--- src/hw/rtl/mdio_pkg.sv ---
// Shared types and constants for the MDIO management master.
// Used by mdio_front, mdio_queue, mdio_back and mdio_management_master.
`default_nettype none

package mdio_pkg;

  localparam int PREAMBLE_BITS = 32;

  localparam int IDX_W = 7;
  localparam int PHY_W = 5;
  localparam int REG_W = 5;
  localparam int DATA_W = 16;
  localparam int FIELDS_W = PHY_W + REG_W + DATA_W;

  localparam int IN_TDATA_W = 32;
  localparam int IN_TUSER_W = 2;
  localparam int OUT_TDATA_W = 24;

  // Request kinds on the input stream
  localparam logic [1:0] KIND_READ = 2'd0;
  localparam logic [1:0] KIND_WRITE = 2'd1;
  localparam logic [1:0] KIND_TICK = 2'd2;

  // Operations handed from the front to the back
  localparam logic [1:0] OP_READ = 2'd0;
  localparam logic [1:0] OP_WRITE = 2'd1;
  localparam logic [1:0] OP_TICK = 2'd2;
  localparam logic [1:0] OP_NOP = 2'd3;

  typedef struct packed {
    logic [1:0]        code;
    logic [PHY_W-1:0]  phy_addr;
    logic [REG_W-1:0]  reg_addr;
    logic [DATA_W-1:0] write_data;
    logic              mdi;
  } op_t;

  typedef struct packed {
    logic              rejected;
    logic [DATA_W-1:0] read_data;
    logic              done_res;
    logic              busy_res;
    logic              mdoe;
    logic              mdo;
  } res_t;

endpackage

`default_nettype wire

--- src/hw/rtl/mdio_front.sv ---
// Front end: unpacks an input transfer and classifies it into an operation.
// Depends on mdio_pkg.
`default_nettype none

module mdio_front import mdio_pkg::*; (
  input  wire logic [IN_TDATA_W-1:0] in_tdata,
  input  wire logic [IN_TUSER_W-1:0] in_tuser,
  output op_t                        op
);

  always_comb begin
    op.phy_addr   = in_tdata[4:0];
    op.reg_addr   = in_tdata[9:5];
    op.write_data = in_tdata[25:10];
    op.mdi        = in_tdata[26];
    case (in_tuser)
      KIND_READ:  op.code = OP_READ;
      KIND_WRITE: op.code = OP_WRITE;
      KIND_TICK:  op.code = OP_TICK;
      default:    op.code = OP_NOP;
    endcase
  end

endmodule

`default_nettype wire

--- src/hw/rtl/mdio_queue.sv ---
// Two-entry operation queue between front and back.
// Depends on mdio_pkg.
`default_nettype none

module mdio_queue import mdio_pkg::*; (
  input  wire logic clk,
  input  wire logic rst_n,
  input  wire logic push,
  input  wire op_t  push_op,
  output logic      full,
  input  wire logic pop,
  output op_t       pop_op,
  output logic      not_empty
);

  op_t        entry_r [2];
  logic       wr_ptr_r, wr_ptr_nxt;
  logic       rd_ptr_r, rd_ptr_nxt;
  logic [1:0] count_r, count_nxt;

  assign full      = (count_r == 2'd2);
  assign not_empty = (count_r != 2'd0);
  assign pop_op    = entry_r[rd_ptr_r];

  always_comb begin
    wr_ptr_nxt = wr_ptr_r ^ push;
    rd_ptr_nxt = rd_ptr_r ^ pop;
    count_nxt  = count_r + {1'b0, push} - {1'b0, pop};
  end

  always_ff @(posedge clk) begin
    if (!rst_n) begin
      wr_ptr_r <= 1'b0;
      rd_ptr_r <= 1'b0;
      count_r  <= 2'd0;
    end else begin
      wr_ptr_r <= wr_ptr_nxt;
      rd_ptr_r <= rd_ptr_nxt;
      count_r  <= count_nxt;
    end
  end

  always_ff @(posedge clk) begin
    if (push) begin
      entry_r[wr_ptr_r] <= push_op;
    end
  end

endmodule

`default_nettype wire

--- src/hw/rtl/mdio_back.sv ---
// Back end: frame sequencer for clause 22 transactions plus the result register.
// Depends on mdio_pkg.
`default_nettype none

module mdio_back import mdio_pkg::*; (
  input  wire logic clk,
  input  wire logic rst_n,
  input  wire op_t  op,
  input  wire logic op_valid,
  output logic      op_pop,
  output logic      res_valid,
  output res_t      res,
  input  wire logic res_ready
);

  localparam logic [IDX_W-1:0] PRE = IDX_W'(PREAMBLE_BITS);

  logic                active_r, active_nxt;
  logic                is_write_r, is_write_nxt;
  logic [IDX_W-1:0]    bit_idx_r, bit_idx_nxt;
  logic [FIELDS_W-1:0] fields_r, fields_nxt;
  logic [DATA_W-1:0]   in_shift_r, in_shift_nxt;
  logic                res_valid_r, res_valid_nxt;
  res_t                res_r, res_nxt;

  logic [IDX_W-1:0]    r;
  logic [IDX_W-1:0]    last;
  logic [IDX_W-1:0]    hdr_sel;
  logic [IDX_W-1:0]    dat_sel;
  logic                advance;

  assign advance   = !res_valid_r || res_ready;
  assign op_pop    = op_valid && advance;
  assign res_valid = res_valid_r;
  assign res       = res_r;

  always_comb begin
    active_nxt    = active_r;
    is_write_nxt  = is_write_r;
    bit_idx_nxt   = bit_idx_r;
    fields_nxt    = fields_r;
    in_shift_nxt  = in_shift_r;
    res_valid_nxt = res_valid_r && !res_ready;
    res_nxt       = res_r;

    r       = bit_idx_r - PRE;
    last    = PRE + (is_write_r ? IDX_W'(32) : IDX_W'(31));
    hdr_sel = IDX_W'(29) - r;
    dat_sel = IDX_W'(31) - r;

    if (op_pop) begin
      res_valid_nxt = 1'b1;
      res_nxt       = '0;
      case (op.code)
        OP_READ, OP_WRITE: begin
          if (active_r) begin
            res_nxt.rejected = 1'b1;
          end else begin
            active_nxt   = 1'b1;
            is_write_nxt = (op.code == OP_WRITE);
            bit_idx_nxt  = '0;
            fields_nxt   = {op.phy_addr, op.reg_addr, op.write_data};
            in_shift_nxt = '0;
          end
        end
        OP_TICK: begin
          if (active_r) begin
            if (bit_idx_r < PRE) begin
              res_nxt.mdoe = 1'b1;
              res_nxt.mdo  = 1'b1;
            end else if (r == IDX_W'(0)) begin
              res_nxt.mdoe = 1'b1;
            end else if (r == IDX_W'(1)) begin
              res_nxt.mdoe = 1'b1;
              res_nxt.mdo  = 1'b1;
            end else if (r == IDX_W'(2)) begin
              res_nxt.mdoe = 1'b1;
              res_nxt.mdo  = !is_write_r;
            end else if (r == IDX_W'(3)) begin
              res_nxt.mdoe = 1'b1;
              res_nxt.mdo  = is_write_r;
            end else if (r <= IDX_W'(13)) begin
              // PHY address then register number, MSB first
              res_nxt.mdoe = 1'b1;
              res_nxt.mdo  = fields_r[hdr_sel[4:0]];
            end else if (!is_write_r) begin
              if (r >= IDX_W'(15) && r <= IDX_W'(30)) begin
                in_shift_nxt = {in_shift_r[DATA_W-2:0], op.mdi};
              end
            end else if (r >= IDX_W'(16) && r <= IDX_W'(31)) begin
              res_nxt.mdoe = 1'b1;
              res_nxt.mdo  = fields_r[dat_sel[4:0]];
            end

            if (bit_idx_r >= last) begin
              res_nxt.done_res = 1'b1;
              if (!is_write_r) begin
                res_nxt.read_data = in_shift_r;
              end
              active_nxt  = 1'b0;
              bit_idx_nxt = '0;
            end else begin
              bit_idx_nxt = bit_idx_r + IDX_W'(1);
            end
          end
        end
        default: begin
        end
      endcase
      res_nxt.busy_res = active_nxt;
    end
  end

  always_ff @(posedge clk) begin
    if (!rst_n) begin
      active_r    <= 1'b0;
      is_write_r  <= 1'b0;
      bit_idx_r   <= '0;
      fields_r    <= '0;
      in_shift_r  <= '0;
      res_valid_r <= 1'b0;
    end else begin
      active_r    <= active_nxt;
      is_write_r  <= is_write_nxt;
      bit_idx_r   <= bit_idx_nxt;
      fields_r    <= fields_nxt;
      in_shift_r  <= in_shift_nxt;
      res_valid_r <= res_valid_nxt;
    end
  end

  always_ff @(posedge clk) begin
    res_r <= res_nxt;
  end

endmodule

`default_nettype wire

--- src/hw/rtl/mdio_management_master.sv ---
// MDIO clause 22 management master: frames PHY register reads and writes.
// An accepted transfer is held in the queue, then its result in the result register.
// Throughput: one transfer per cycle while the output is not stalled; the two-entry queue
//   and the result register let input and output stall independently.
// Reset: rst_n synchronous, active low; clears the sequencer and empties queue and output.
// Depends on mdio_pkg, mdio_front, mdio_queue, mdio_back.
`default_nettype none

module mdio_management_master import mdio_pkg::*; (
  input  wire logic                   clk,
  input  wire logic                   rst_n,
  // input stream
  input  wire logic                   in_tvalid,
  output logic                        in_tready,
  // [4:0] phy_addr, [9:5] reg_addr, [25:10] write_data, [26] mdi, rest zero
  input  wire logic [IN_TDATA_W-1:0]  in_tdata,
  // [1:0] kind
  input  wire logic [IN_TUSER_W-1:0]  in_tuser,
  // result stream
  output logic                        out_tvalid,
  input  wire logic                   out_tready,
  // [0] mdo, [1] mdoe, [2] busy_res, [3] done_res, [19:4] read_data,
  // [20] rejected, rest zero
  output logic [OUT_TDATA_W-1:0]      out_tdata
);

  op_t  front_op;
  op_t  queue_op;
  logic queue_full;
  logic queue_not_empty;
  logic queue_pop;
  res_t res;

  // Accept whenever the queue has room
  assign in_tready = !queue_full;

  mdio_front u_front (
    .in_tdata (in_tdata),
    .in_tuser (in_tuser),
    .op       (front_op)
  );

  mdio_queue u_queue (
    .clk       (clk),
    .rst_n     (rst_n),
    .push      (in_tvalid && in_tready),
    .push_op   (front_op),
    .full      (queue_full),
    .pop       (queue_pop),
    .pop_op    (queue_op),
    .not_empty (queue_not_empty)
  );

  mdio_back u_back (
    .clk       (clk),
    .rst_n     (rst_n),
    .op        (queue_op),
    .op_valid  (queue_not_empty),
    .op_pop    (queue_pop),
    .res_valid (out_tvalid),
    .res       (res),
    .res_ready (out_tready)
  );

  // Pack the result with mdo in the lowest bit, pad to whole bytes
  assign out_tdata = {3'b000, res.rejected, res.read_data, res.done_res,
                      res.busy_res, res.mdoe, res.mdo};

endmodule

`default_nettype wire

--- config.mk ---
export PLATFORM = sky130hd
export DESIGN_NAME = mdio_management_master
export DESIGN_NICKNAME = d
export VERILOG_FILES = /design/src/hw/rtl/mdio_pkg.sv /design/src/hw/rtl/mdio_front.sv /design/src/hw/rtl/mdio_queue.sv /design/src/hw/rtl/mdio_back.sv /design/src/hw/rtl/mdio_management_master.sv
export SDC_FILE = /design/constraint.sdc
export NUM_CORES = 1
export LEC_CHECK = 0
export ABC_AREA = 1
export BUFFER_PORTS_ARGS = -buffer_cell sky130_fd_sc_hd__buf_4
export CAP_MARGIN = 20
export CELL_PAD_IN_SITES_DETAIL_PLACEMENT = 1
export CELL_PAD_IN_SITES_GLOBAL_PLACEMENT = 2
export CORE_MARGIN = 8
export CORE_UTILIZATION = 42
export CTS_BUF_LIST = sky130_fd_sc_hd__clkbuf_8
export DETAILED_ROUTE_END_ITERATION = 12
export PLACE_DENSITY = 0.95
export REMOVE_ABC_BUFFERS = 1
export SLEW_MARGIN = 10
export SYNTH_ARGS = -nofsm -noshare
export SYNTH_HDL_FRONTEND = slang
export SYNTH_HIERARCHICAL = 1
export SYNTH_SLANG_ARGS = --single-unit
--- constraint.sdc ---
create_clock -name clk -period 3.26 [get_ports clk]
set_input_delay 0.652 -clock clk [delete_from_list [all_inputs] [get_ports clk]]
set_output_delay 0.652 -clock clk [all_outputs]
set_load 0.1 [all_outputs]
==> summary.txt, run 1 <==
Critical path
  – Slowest-stage cell, CP: dfxtp_1
  – Top delay family on crit path: simple AND/OR/NAND/NOR gates
  – Startpoint types: flip-flop
  – CP Class: reg2reg
  – Nature of the critical path endpoint: flip-flop
  – Critical-path maximum fanout: 16
  – Worst path required time: roughly 3600 ps
  – Crit path buf inv count: 1
  – Critical path arrival: between 3000 and 4000 ps
  – Max incr delay on CP: 610 ps
  – CP cell instances: clkinv_1 > ha_1 > nand2_2 > nor2_2 > nor2_2 > nand3_1 > nor3_2 > nand2_2 > nor2_4 > nand2_1 > a21oi_1

Drt
  – Post-Route WL: around 14000 microns
  – DRC violations left: 0
  – Antenna-violating nets left: 0
  – Via count: between 4000 and 5000
  – DRT iter0 DRCs: 136
  – WL per Instance: about 15 microns
  – DR vias/cell: a little under 5
  – Router iterations before antenna repair: 4

Synth
  – Cell taking the most area after synthesis: edfxtp_1
  – Top post-synthesis cells by area: edfxtp_1 (37%), dfxtp_1 (18%), nand2_1 (6.6%), nor2_1 (4.8%), ha_1 (4.3%)
  – Post-Syn Instances: around 650
  – Yosys warns: 6
  – Yosys top cell area share: roughly 37%
  – Synth top cells by count: nand2_1 (112), nor2_1 (81), edfxtp_1 (79), inv_1 (60), dfxtp_1 (57)
  – Synth Register Bits: roughly 140
  – Sequential-to-total area share from yosys stat: 55.2%
  – Post-synth EDFFs: 79
  – Syn_area_per_cell: 9.84 sq um
  – Netlist cell types: slightly above 40
  – Mapped Area: between 6000 and 7000 sq um
  – Most common cell in the netlist: nand2_1
  – Asr flop ratio synth: 0%
  – Primary FF master, synth: edfxtp_1

Clock tree
  – Post-cts sizing count: 0
  – Htree depth: 4
  – Worst-Skew Late Latency: ~450 ps
  – Clock root buffer: clkbuf_8
  – Num CTS Buffers: 17
  – CTS Hold Buffers Added: 0
  – Worst-path clk slew: around 80 ps
  – Clk sinks: roughly 140
  – CTS tree: done
  – Setup bufs post-CTS: 0
  – CTS Buffer Depth: 2

Pwr
  – Pwr Total: 5.80 mW
  – Cell area power density: 815 nW/um^2
  – Worst vdd ir: roughly 0.00044 V
  – Static Leak: approximately 2.8 nW

Die
  – Initial Utilization: between 40% and 50%
  – Core area: around 15000 sq um
  – Die area: a little under 20000 sq um
  – Ports: 64
  – Die height: 139 microns
  – Row Count: 45
  – Die Wd: approximately 140 microns

Hold path
  – Hold Path Class: in2reg

Final layout
  – Nets: between 700 and 800
  – Area grow syn2layout: 11.7%
  – Diodes inserted: 0
  – Share of post-route cells with drive strength above 1: a little under a quarter

STA
  – Final worst path period share: 85.0%
  – Max Slew Vio Count: 0
  – Setup Viol. Count Final: 0
  – Crit path time final: 2770 ps
  – Setup TNS: 0 ps
  – RSZ-0062 raised after global routing: no
  – Max-slew headroom: between 30% and 40%
  – Worst-Margin Slew: 1010 ps
  – F_max: 361 MHz
  – Clock Skew: around 13 ps
  – Fin. Hold Viols: 0

GRT
  – Global route overflow: 0
  – Largest net degree at the start of global routing: 33
  – First-pass GRT wire length: roughly 23000 microns
  – Initial antenna violation count: 0
  – Total track usage: approximately 15%
  – Number of global-route vias before repair: roughly 4600

Run
  – MaxCap Viol Count: 0

Run status
  – Status: complete, no violations

Place
  – GP Congestion: around 0.85
  – Port bufs: 55
  – Detail Placement HPWL: 9510 microns
area by class of cell:
class / instances / area, sq um
Fill cell: 1686 / 7870
Sequential cell: 136 / 3510
Multi-Input combinational cell: 393 / 2230
Timing Repair Buffer: 64 / 480
Inverter: 66 / 251
Tap cell: 188 / 235
Clock buffer: 17 / 234
Clock inverter: 15 / 161
flip-flops by register name, summed over array words and instances (netlist names), named ones only:
| signal | count |
|---|---|
| u_queue/rd_ptr_r | 1 |
| u_back/in_shift_r | 16 |
| u_queue/count_r | 2 |
| u_back/active_r | 1 |
| u_back/res_valid | 1 |
| u_queue/entry_r | 58 |
| u_queue/wr_ptr_r | 1 |
| u_back/res | 21 |
| u_back/fields_r | 26 |
| u_back/bit_idx_r | 7 |
| u_back/is_write_r | 1 |
path summary, 6_finish.rpt:
kind | start | endpoint | slack [ps] | cells after the start
worst max-delay path | u_back/bit_idx_r[0] | u_back/in_shift_r[1] | 490 | 11
worst min-delay path | in_tdata[9] | u_queue/entry_r[0][21] | 380 | 1
worst max register to register | u_back/bit_idx_r[0] | u_back/in_shift_r[1] | 490 | 11
worst min register to register | u_back/fields_r[3] | u_back/fields_r[3] | 460 | 2
per-stage QoR:
stage          setup WS (ps)  instances  util, %  hold WS, ps  area [sq um]
2_1_floorplan           -733        595        -          424          6000
3_3_place_gp             499        847     44.8          437          6720
3_5_place_dp             474        847     44.8          449          6720
4_1_cts                  457        879     47.5          338          7110
5_1_grt                  162        879     47.5          342          7110
6_report                 489        879     47.5          378          7110
report_power, final:
part	switching (mW)	total [mW]	internal (mW)	leakage [nW]
Sequential	0.141	2.38	2.24	1.22
Combinational	1.50	2.02	0.521	1.39
Clock	0.649	1.39	0.744	0.203
cell families after synthesis:
group / synth area share (%)
muxes: 5.72
other: 0.0589
adders and majority gates: 4.33
buffers and inverters: 9.79
and+or+nand+nor: 16.1
DFF: 55.2
xor gates and xnor gates: 0.688
AOI/OAI and AO/OA: 8.06
per-layer routing:
metal / part of all wire [%] / GRT usage [%] / wire, microns / vias to the layer above
li1: - / - / - / 2154
met1: 43 / 15.8 / 5890 / 2074
met2: 51 / 26.1 / 6960 / 63
met3: 3.9 / 4.20 / 524 / 17
met4: 1.5 / 6.35 / 207 / 0
met5: 0 / 0 / 0 / -
layout by cell type (no fill, tap or decap), types with 2 or more instances in the layout:
cell type	instances
inv_2	2
conb_1	3
nand2_2	13
nor2_2	4
clkinv_4	2
o21ai_1	2
nand2_1	112
clkinv_2	4
inv_1	62
mux2_2	19
clkinvlp_4	2
clkinv_1	4
edfxtp_1	79
nand3b_1	2
xnor2_1	2
mux2_4	10
nand3_1	22
o211ai_1	3
xor2_1	3
a21oi_1	38
a21oi_2	10
nor3_1	3
bufinv_16	3
buf_4	64
clkbuf_8	17
nor2_1	81
ha_1	22
o21ai_0	35
dfxtp_1	57
Power figures use the tool's default switching activity.
==> run 2, diff against run 1 <==
==> constraint.sdc (replaced) <==
create_clock -name clk -period 3.26 [get_ports clk]
set_input_delay 0.326 -clock clk [delete_from_list [all_inputs] [get_ports clk]]
set_output_delay 0.326 -clock clk [all_outputs]
set_load 0.1 [all_outputs]
==> run 2 against run 1 <==
  * Count of clock-buffer cells in the layout unchanged
  * Sequential cell count unchanged
  * Final cell count decreased by 0.11%
  * Highest routed layer unchanged
==> summary.txt, run 2 (synthesized netlist as in run 1, its figures left out) <==
GRT
  – Global route overflow: 0 (unchanged)
  – First-pass GRT wire length: 22300 microns (-1.2%)
  – Initial antenna violation count: 0 (unchanged)
  – Largest net degree at the start of global routing: 36 (+9.1%)
  – Number of global-route vias before repair: 4652 (+0.56%)
  – Total track usage: 14.3% (-0.30 points)

Clock tree
  – CTS Buffer Depth: 2 (unchanged)
  – CTS Hold Buffers Added: 0 (unchanged)
  – Setup bufs post-CTS: 0 (unchanged)
  – CTS tree: done
  – Worst-Skew Late Latency: 450 ps (about the same)
  – Clock root buffer: clkbuf_8
  – Post-cts sizing count: 0 (unchanged)
  – Worst-path clk slew: 80 ps (about the same)
  – Htree depth: 4 (unchanged)
  – Num CTS Buffers: 17 (unchanged)
  – Clk sinks: 136 (unchanged)

STA
  – Max Slew Vio Count: 0 (unchanged)
  – RSZ-0062 raised after global routing: no
  – Max-slew headroom: 34.9% (+2.0 points)
  – Final worst path period share: 83.8% (-1.2 points)
  – F_max: 366 MHz (+1.4%)
  – Setup Viol. Count Final: 0 (unchanged)
  – Clock Skew: 7.88 ps (-5.29 ps)
  – Worst-Margin Slew: 976 ps (-29.4 ps)
  – Fin. Hold Viols: 0 (unchanged)
  – Crit path time final: 2730 ps (-38.2 ps)

Die
  – Core area: 15000 sq um (unchanged)
  – Die Wd: 139 microns (unchanged)
  – Row Count: 45 (unchanged)
  – Ports: 64 (unchanged)
  – Die height: 139 microns (unchanged)
  – Die area: 19300 sq um (unchanged)
  – Initial Utilization: 42.5% (unchanged)

Final layout
  – Diodes inserted: 0 (unchanged)
  – Top reg by flops: u_queue/entry_r
  – Area grow syn2layout: 11.6%
  – Non-Filler Instances: 878 (-0.11%)
  – Leading cell type in the layout, fill and taps excluded: nand2_1
  – Share of post-route cells with drive strength above 1: 22.8% (+0.18 points)
  – Nets: 737 (-0.14%)
  – Most frequent cells in the layout: nand2_1 (112), nor2_1 (81), edfxtp_1 (79), buf_4 (63), inv_1 (61)
  – Max reg flops: 58 (unchanged)
  – Fin util: 47.4% (-0.059 points)

Drt
  – Antenna-violating nets left: 0 (unchanged)
  – DR vias/cell: 4.94 (+0.88%)
  – Post-Route WL: 13300 microns (-2.0%)
  – Router iterations before antenna repair: 4 (unchanged)
  – WL per Instance: 15.2 microns (-1.9%)
  – DRC violations left: 0 (unchanged)
  – Via count: 4341 (+0.77%)
  – DRT iter0 DRCs: 138 (+1.5%)

Critical path
  – Critical-path maximum fanout: 16 (unchanged)
  – CP Class: reg2reg
  – Nature of the critical path endpoint: flip-flop
  – Startpoint types: flip-flop
  – Critical path arrival: 3100 ps (-50 ps)
  – Worst path required time: 3620 ps (-20 ps)

Pwr
  – Pwr Total: 5.79 mW (-0.12%)
  – Static Leak: 2.80 nW (-0.17%)
  – Cell area power density: 815 nW/um^2 (about the same)
  – Worst vdd ir: 0.000455 V (+3.2%)

Place
  – Port bufs: 55 (unchanged)
  – Cell Count Post-Placement: 846 (-0.12%)
  – Detail Placement HPWL: 9300 microns (-2.2%)
  – GP Congestion: 0.783 (-7.5%)

Hold path
  – Hold Path Class: in2reg

Run
  – MaxCap Viol Count: 0 (unchanged)

Run status
  – Status: complete, no violations
==> run 2: per-stage QoR <==
| step | area, sq um | hold WS, ps | TNS [ps] | worst slack (ps) |
|---|---|---|---|---|
| global route | 7100 | 24.1 | 0 | 234 |
| floorplan | 6000 | 419 | -26060 | -733 |
| global placement | 6710 | 437 | 0 | 549 |
| detailed placement | 6710 | 449 | 0 | 449 |
| finish | 7100 | 58.8 | 0 | 527 |
| CTS | 7100 | 26.7 | 0 | 445 |
==> run 2: final timing paths <==
kind / from / endpoint / slack (ps) / cells after the start
setup / recovery: u_back/bit_idx_r[0] / u_back/in_shift_r[5] / 530 / 11
hold reg to reg: u_back/fields_r[3] / u_back/fields_r[3] / 460 / 2
setup reg to reg: u_back/bit_idx_r[0] / u_back/in_shift_r[5] / 530 / 11
hold / removal: in_tdata[13] / u_queue/entry_r[0][4] / 60 / 1
==> run 2: per-layer routing <==
metal  global-route usage, %  up-vias  wire (microns)
li1                        -     2155               -
met1                    15.5     2110            5820
met2                    25.7       61            6850
met3                    4.41       15             452
met4                    5.20        0             185
met5                       0        -               0
==> run 2: area by class of cell <==
cell class | count | area (sq um)
clock buffer | 17 | 234
clock inverter | 15 | 160
fill | 1705 | 7880
inverter | 66 | 251
timing repair buffer | 63 | 473
sequential | 136 | 3510
tap | 188 | 235
multi-input combinational | 393 | 2230
==> run 2: report_power, final <==
group | internal, mW | switching [mW] | leakage (nW)
clock | 0.744 | 0.649 | 0.204
sequential | 2.24 | 0.140 | 1.22
combinational | 0.521 | 1.50 | 1.38
total | 3.50 | 2.29 | 2.80
==> run 2: critical path, stage by stage (launching register included) <==
cell	delay, ps
dfxtp_1	580
clkinv_1	440
ha_1	360
nand2_2	70
nor2_2	40
nor2_2	90
nand3_1	70
nor3_2	170
nand2_2	110
nor2_4	420
nand2_1	120
a21oi_1	180
==> run 3, diff against run 2 <==
CORE_UTILIZATION = 39   (was 42)
PLACE_DENSITY = 0.9   (was 0.95)
clock period = 2.8 ns   (was 3.26 ns; I/O delays follow)
==> run 3 against run 2 <==
  * Register-to-register slack lost 180 ps
  * Clock power grew 35%
  * Maximum frequency grew 11%
  * Largest power group unchanged
  * Sequential cell count is the same
  * Critical endpoint is now u_back/in_shift_r[3]
  * Sequential share of layout area shrank 2.8 points
  * Non-clock buffer count grew 31
  * Cell area grew 6.0%
  * First-iteration DRC count grew 54%
  * Sequential power grew 16%
  * Global-route usage grew 0.31 points
  * Final cell count grew 6.7%
==> summary.txt, run 3 (synthesized netlist as in run 1, its figures left out) <==
Clock tree
  – Htree depth: 4 (unchanged)
  – Clock root buffer: clkbuf_8
  – Worst-Skew Late Latency: 440 ps (about the same)
  – CTS Buffer Depth: 2 (unchanged)
  – Num CTS Buffers: 17 (unchanged)
  – CTS tree: done
  – Worst-path clk slew: 80 ps (about the same)
  – Clk sinks: 136 (unchanged)

Pwr
  – Cell area power density: 933 nW/um^2 (+14%)
  – Worst vdd ir: 0.000429 V (-5.6%)
  – Static Leak: 2.96 nW (+5.8%)
  – Pwr Total: 7.02 mW (+21%)

Die
  – Die Wd: 144 microns (+3.3%)
  – Ports: 64 (unchanged)
  – Core area: 15900 sq um (+6.4%)
  – Initial Utilization: 39.9% (-2.6 points)
  – Die area: 20700 sq um (+6.8%)
  – Row Count: 46 (+2.2%)
  – Die height: 144 microns (+3.3%)

Place
  – Port bufs: 55 (unchanged)
  – Placed cell areas: 6760 sq um (+0.75%)
  – GP Congestion: 0.819 (+4.5%)
  – Detail Placement HPWL: 9510 microns (+2.2%)
  – Cell Count Post-Placement: 876 (+3.5%)

Drt
  – Post-Route WL: 14000 microns (+5.4%)
  – DRC violations left: 0 (unchanged)
  – DRT iter0 DRCs: 213 (+54%)
  – Antenna-violating nets left: 0 (unchanged)
  – Via count: 4428 (+2.0%)
  – Router iterations before antenna repair: 5 (+1)
  – WL per Instance: 15.0 microns (-1.2%)
  – DR vias/cell: 4.73 (-4.4%)

Hold path
  – Hold Path Class: in2reg

Final layout
  – Area grow syn2layout: 18.2%
  – Diodes inserted: 0 (unchanged)
  – Max reg flops: 58 (unchanged)
  – Leading cell type in the layout, fill and taps excluded: nand2_1
  – Share of post-route cells with drive strength above 1: 22.5% (-0.28 points)
  – Non-Filler Instances: 937 (+6.7%)
  – Fillers: 1778 (+4.3%)
  – Nets: 768 (+4.2%)
  – Reg area: 3510 sq um (unchanged)
  – Post-route design area: 7520 sq um (+6.0%)
  – Most frequent cells in the layout: nand2_1 (111), nor2_1 (81), edfxtp_1 (79), buf_4 (65), inv_1 (62)
  – Top reg by flops: u_queue/entry_r
  – Area occupied by multi-input gates: 2240 sq um (+0.11%)

Run status
  – Status: complete, no violations

GRT
  – First-pass GRT wire length: 23800 microns (+6.9%)
  – Largest net degree at the start of global routing: 36 (unchanged)
  – Global route overflow: 0 (unchanged)
  – Total track usage: 14.6% (+0.31 points)
  – Initial antenna violation count: 0 (unchanged)
  – Number of global-route vias before repair: 4866 (+4.6%)

Critical path
  – CP most frequent cell: nand2_2
  – Startpoint types: flip-flop
  – Slowest-stage cell, CP: dfxtp_1
  – Critical-path maximum fanout: 16 (unchanged)
  – CP Class: reg2reg
  – Max incr delay on CP: 530 ps (-50 ps)
  – Worst path required time: 3080 ps (-540 ps)
  – Crit path buf inv count: 1 (unchanged)
  – Nature of the critical path endpoint: flip-flop
  – CP cell instances: clkinvlp_4 > ha_1 > nand2_2 > nor2_2 > nor2_2 > nand3_1 > nor3_2 > nand2_2 > nand2_1 > nand2_2 > nand2_1 > a21oi_1
  – Top delay family on crit path: simple AND/OR/NAND/NOR gates
  – Critical path arrival: 2730 ps (-370 ps)

STA
  – Max Slew Vio Count: 0 (unchanged)
  – Fin. Hold Viols: 0 (unchanged)
  – RSZ-0062 raised after global routing: no
  – Max-slew headroom: 36.9% (+2.1 points)
  – F_max: 407 MHz (+11%)
  – Setup Viol. Count Final: 0 (unchanged)
  – Hold_ws: 40.0 ps (-18.8 ps)
  – Clock Skew: 10.3 ps (+2.41 ps)
  – Crit path time final: 2450 ps (-278 ps)
  – Setup TNS: 0 ps (unchanged)
  – Worst-Margin Slew: 945 ps (-30.7 ps)
  – Final worst path period share: 87.7% (+3.8 points)

Run
  – MaxCap Viol Count: 0 (unchanged)
run 3: repair_timing:
action / 4_1_cts / 5_1_grt
setup endpoints to repair: 0 / 28
hold buffers: 28 / 0
buffers inserted: 0 / 1
hold endpoints to repair: 55 / 0
gates resized for setup: 0 / 2
run 3: power by group:
part	internal, mW	switching, mW
sequential	2.60	0.158
combinational	0.635	1.75
clock	1.07	0.801
total	4.31	2.71
run 3: area by class of cell:
| cell class | count | share of cell area [%] |
|---|---|---|
| sequential | 136 | 46.7 |
| multi-input combinational | 393 | 29.7 |
| timing repair buffer | 94 | 10.5 |
| tap | 216 | 3.59 |
| inverter | 66 | 3.39 |
| clock buffer | 17 | 3.11 |
| clock inverter | 15 | 3.01 |
run 3: metal layers:
layer	track usage, %	vias to the layer above	wire length [microns]	share of wire [%]
met3	3.28	13	447	3.2
met1	16.5	2144	6110	44
met2	26.0	60	7240	52
met5	0	-	0	0
li1	-	2211	-	-
met4	6.20	0	225	1.6
run 3: worst paths after layout:
| check | startpoint | endpoint | slack [ps] | depth (start not counted) |
|---|---|---|---|---|
| worst max-delay path | u_back/bit_idx_r[0] | u_back/in_shift_r[3] | 350 | 12 |
| worst min-delay path | in_tdata[26] | u_queue/entry_r[1][0] | 40 | 1 |
| worst max register to register | u_back/bit_idx_r[0] | u_back/in_shift_r[3] | 350 | 12 |
| worst min register to register | u_back/fields_r[24] | u_back/fields_r[24] | 460 | 2 |
run 3: stage by stage:
stage	utilization (%)	setup WS (ps)
6_report	47.2	345
5_1_grt	47.2	137
4_1_cts	47.0	34.6
3_5_place_dp	42.4	75.7
3_3_place_gp	42.4	285
2_1_floorplan	-	-1190
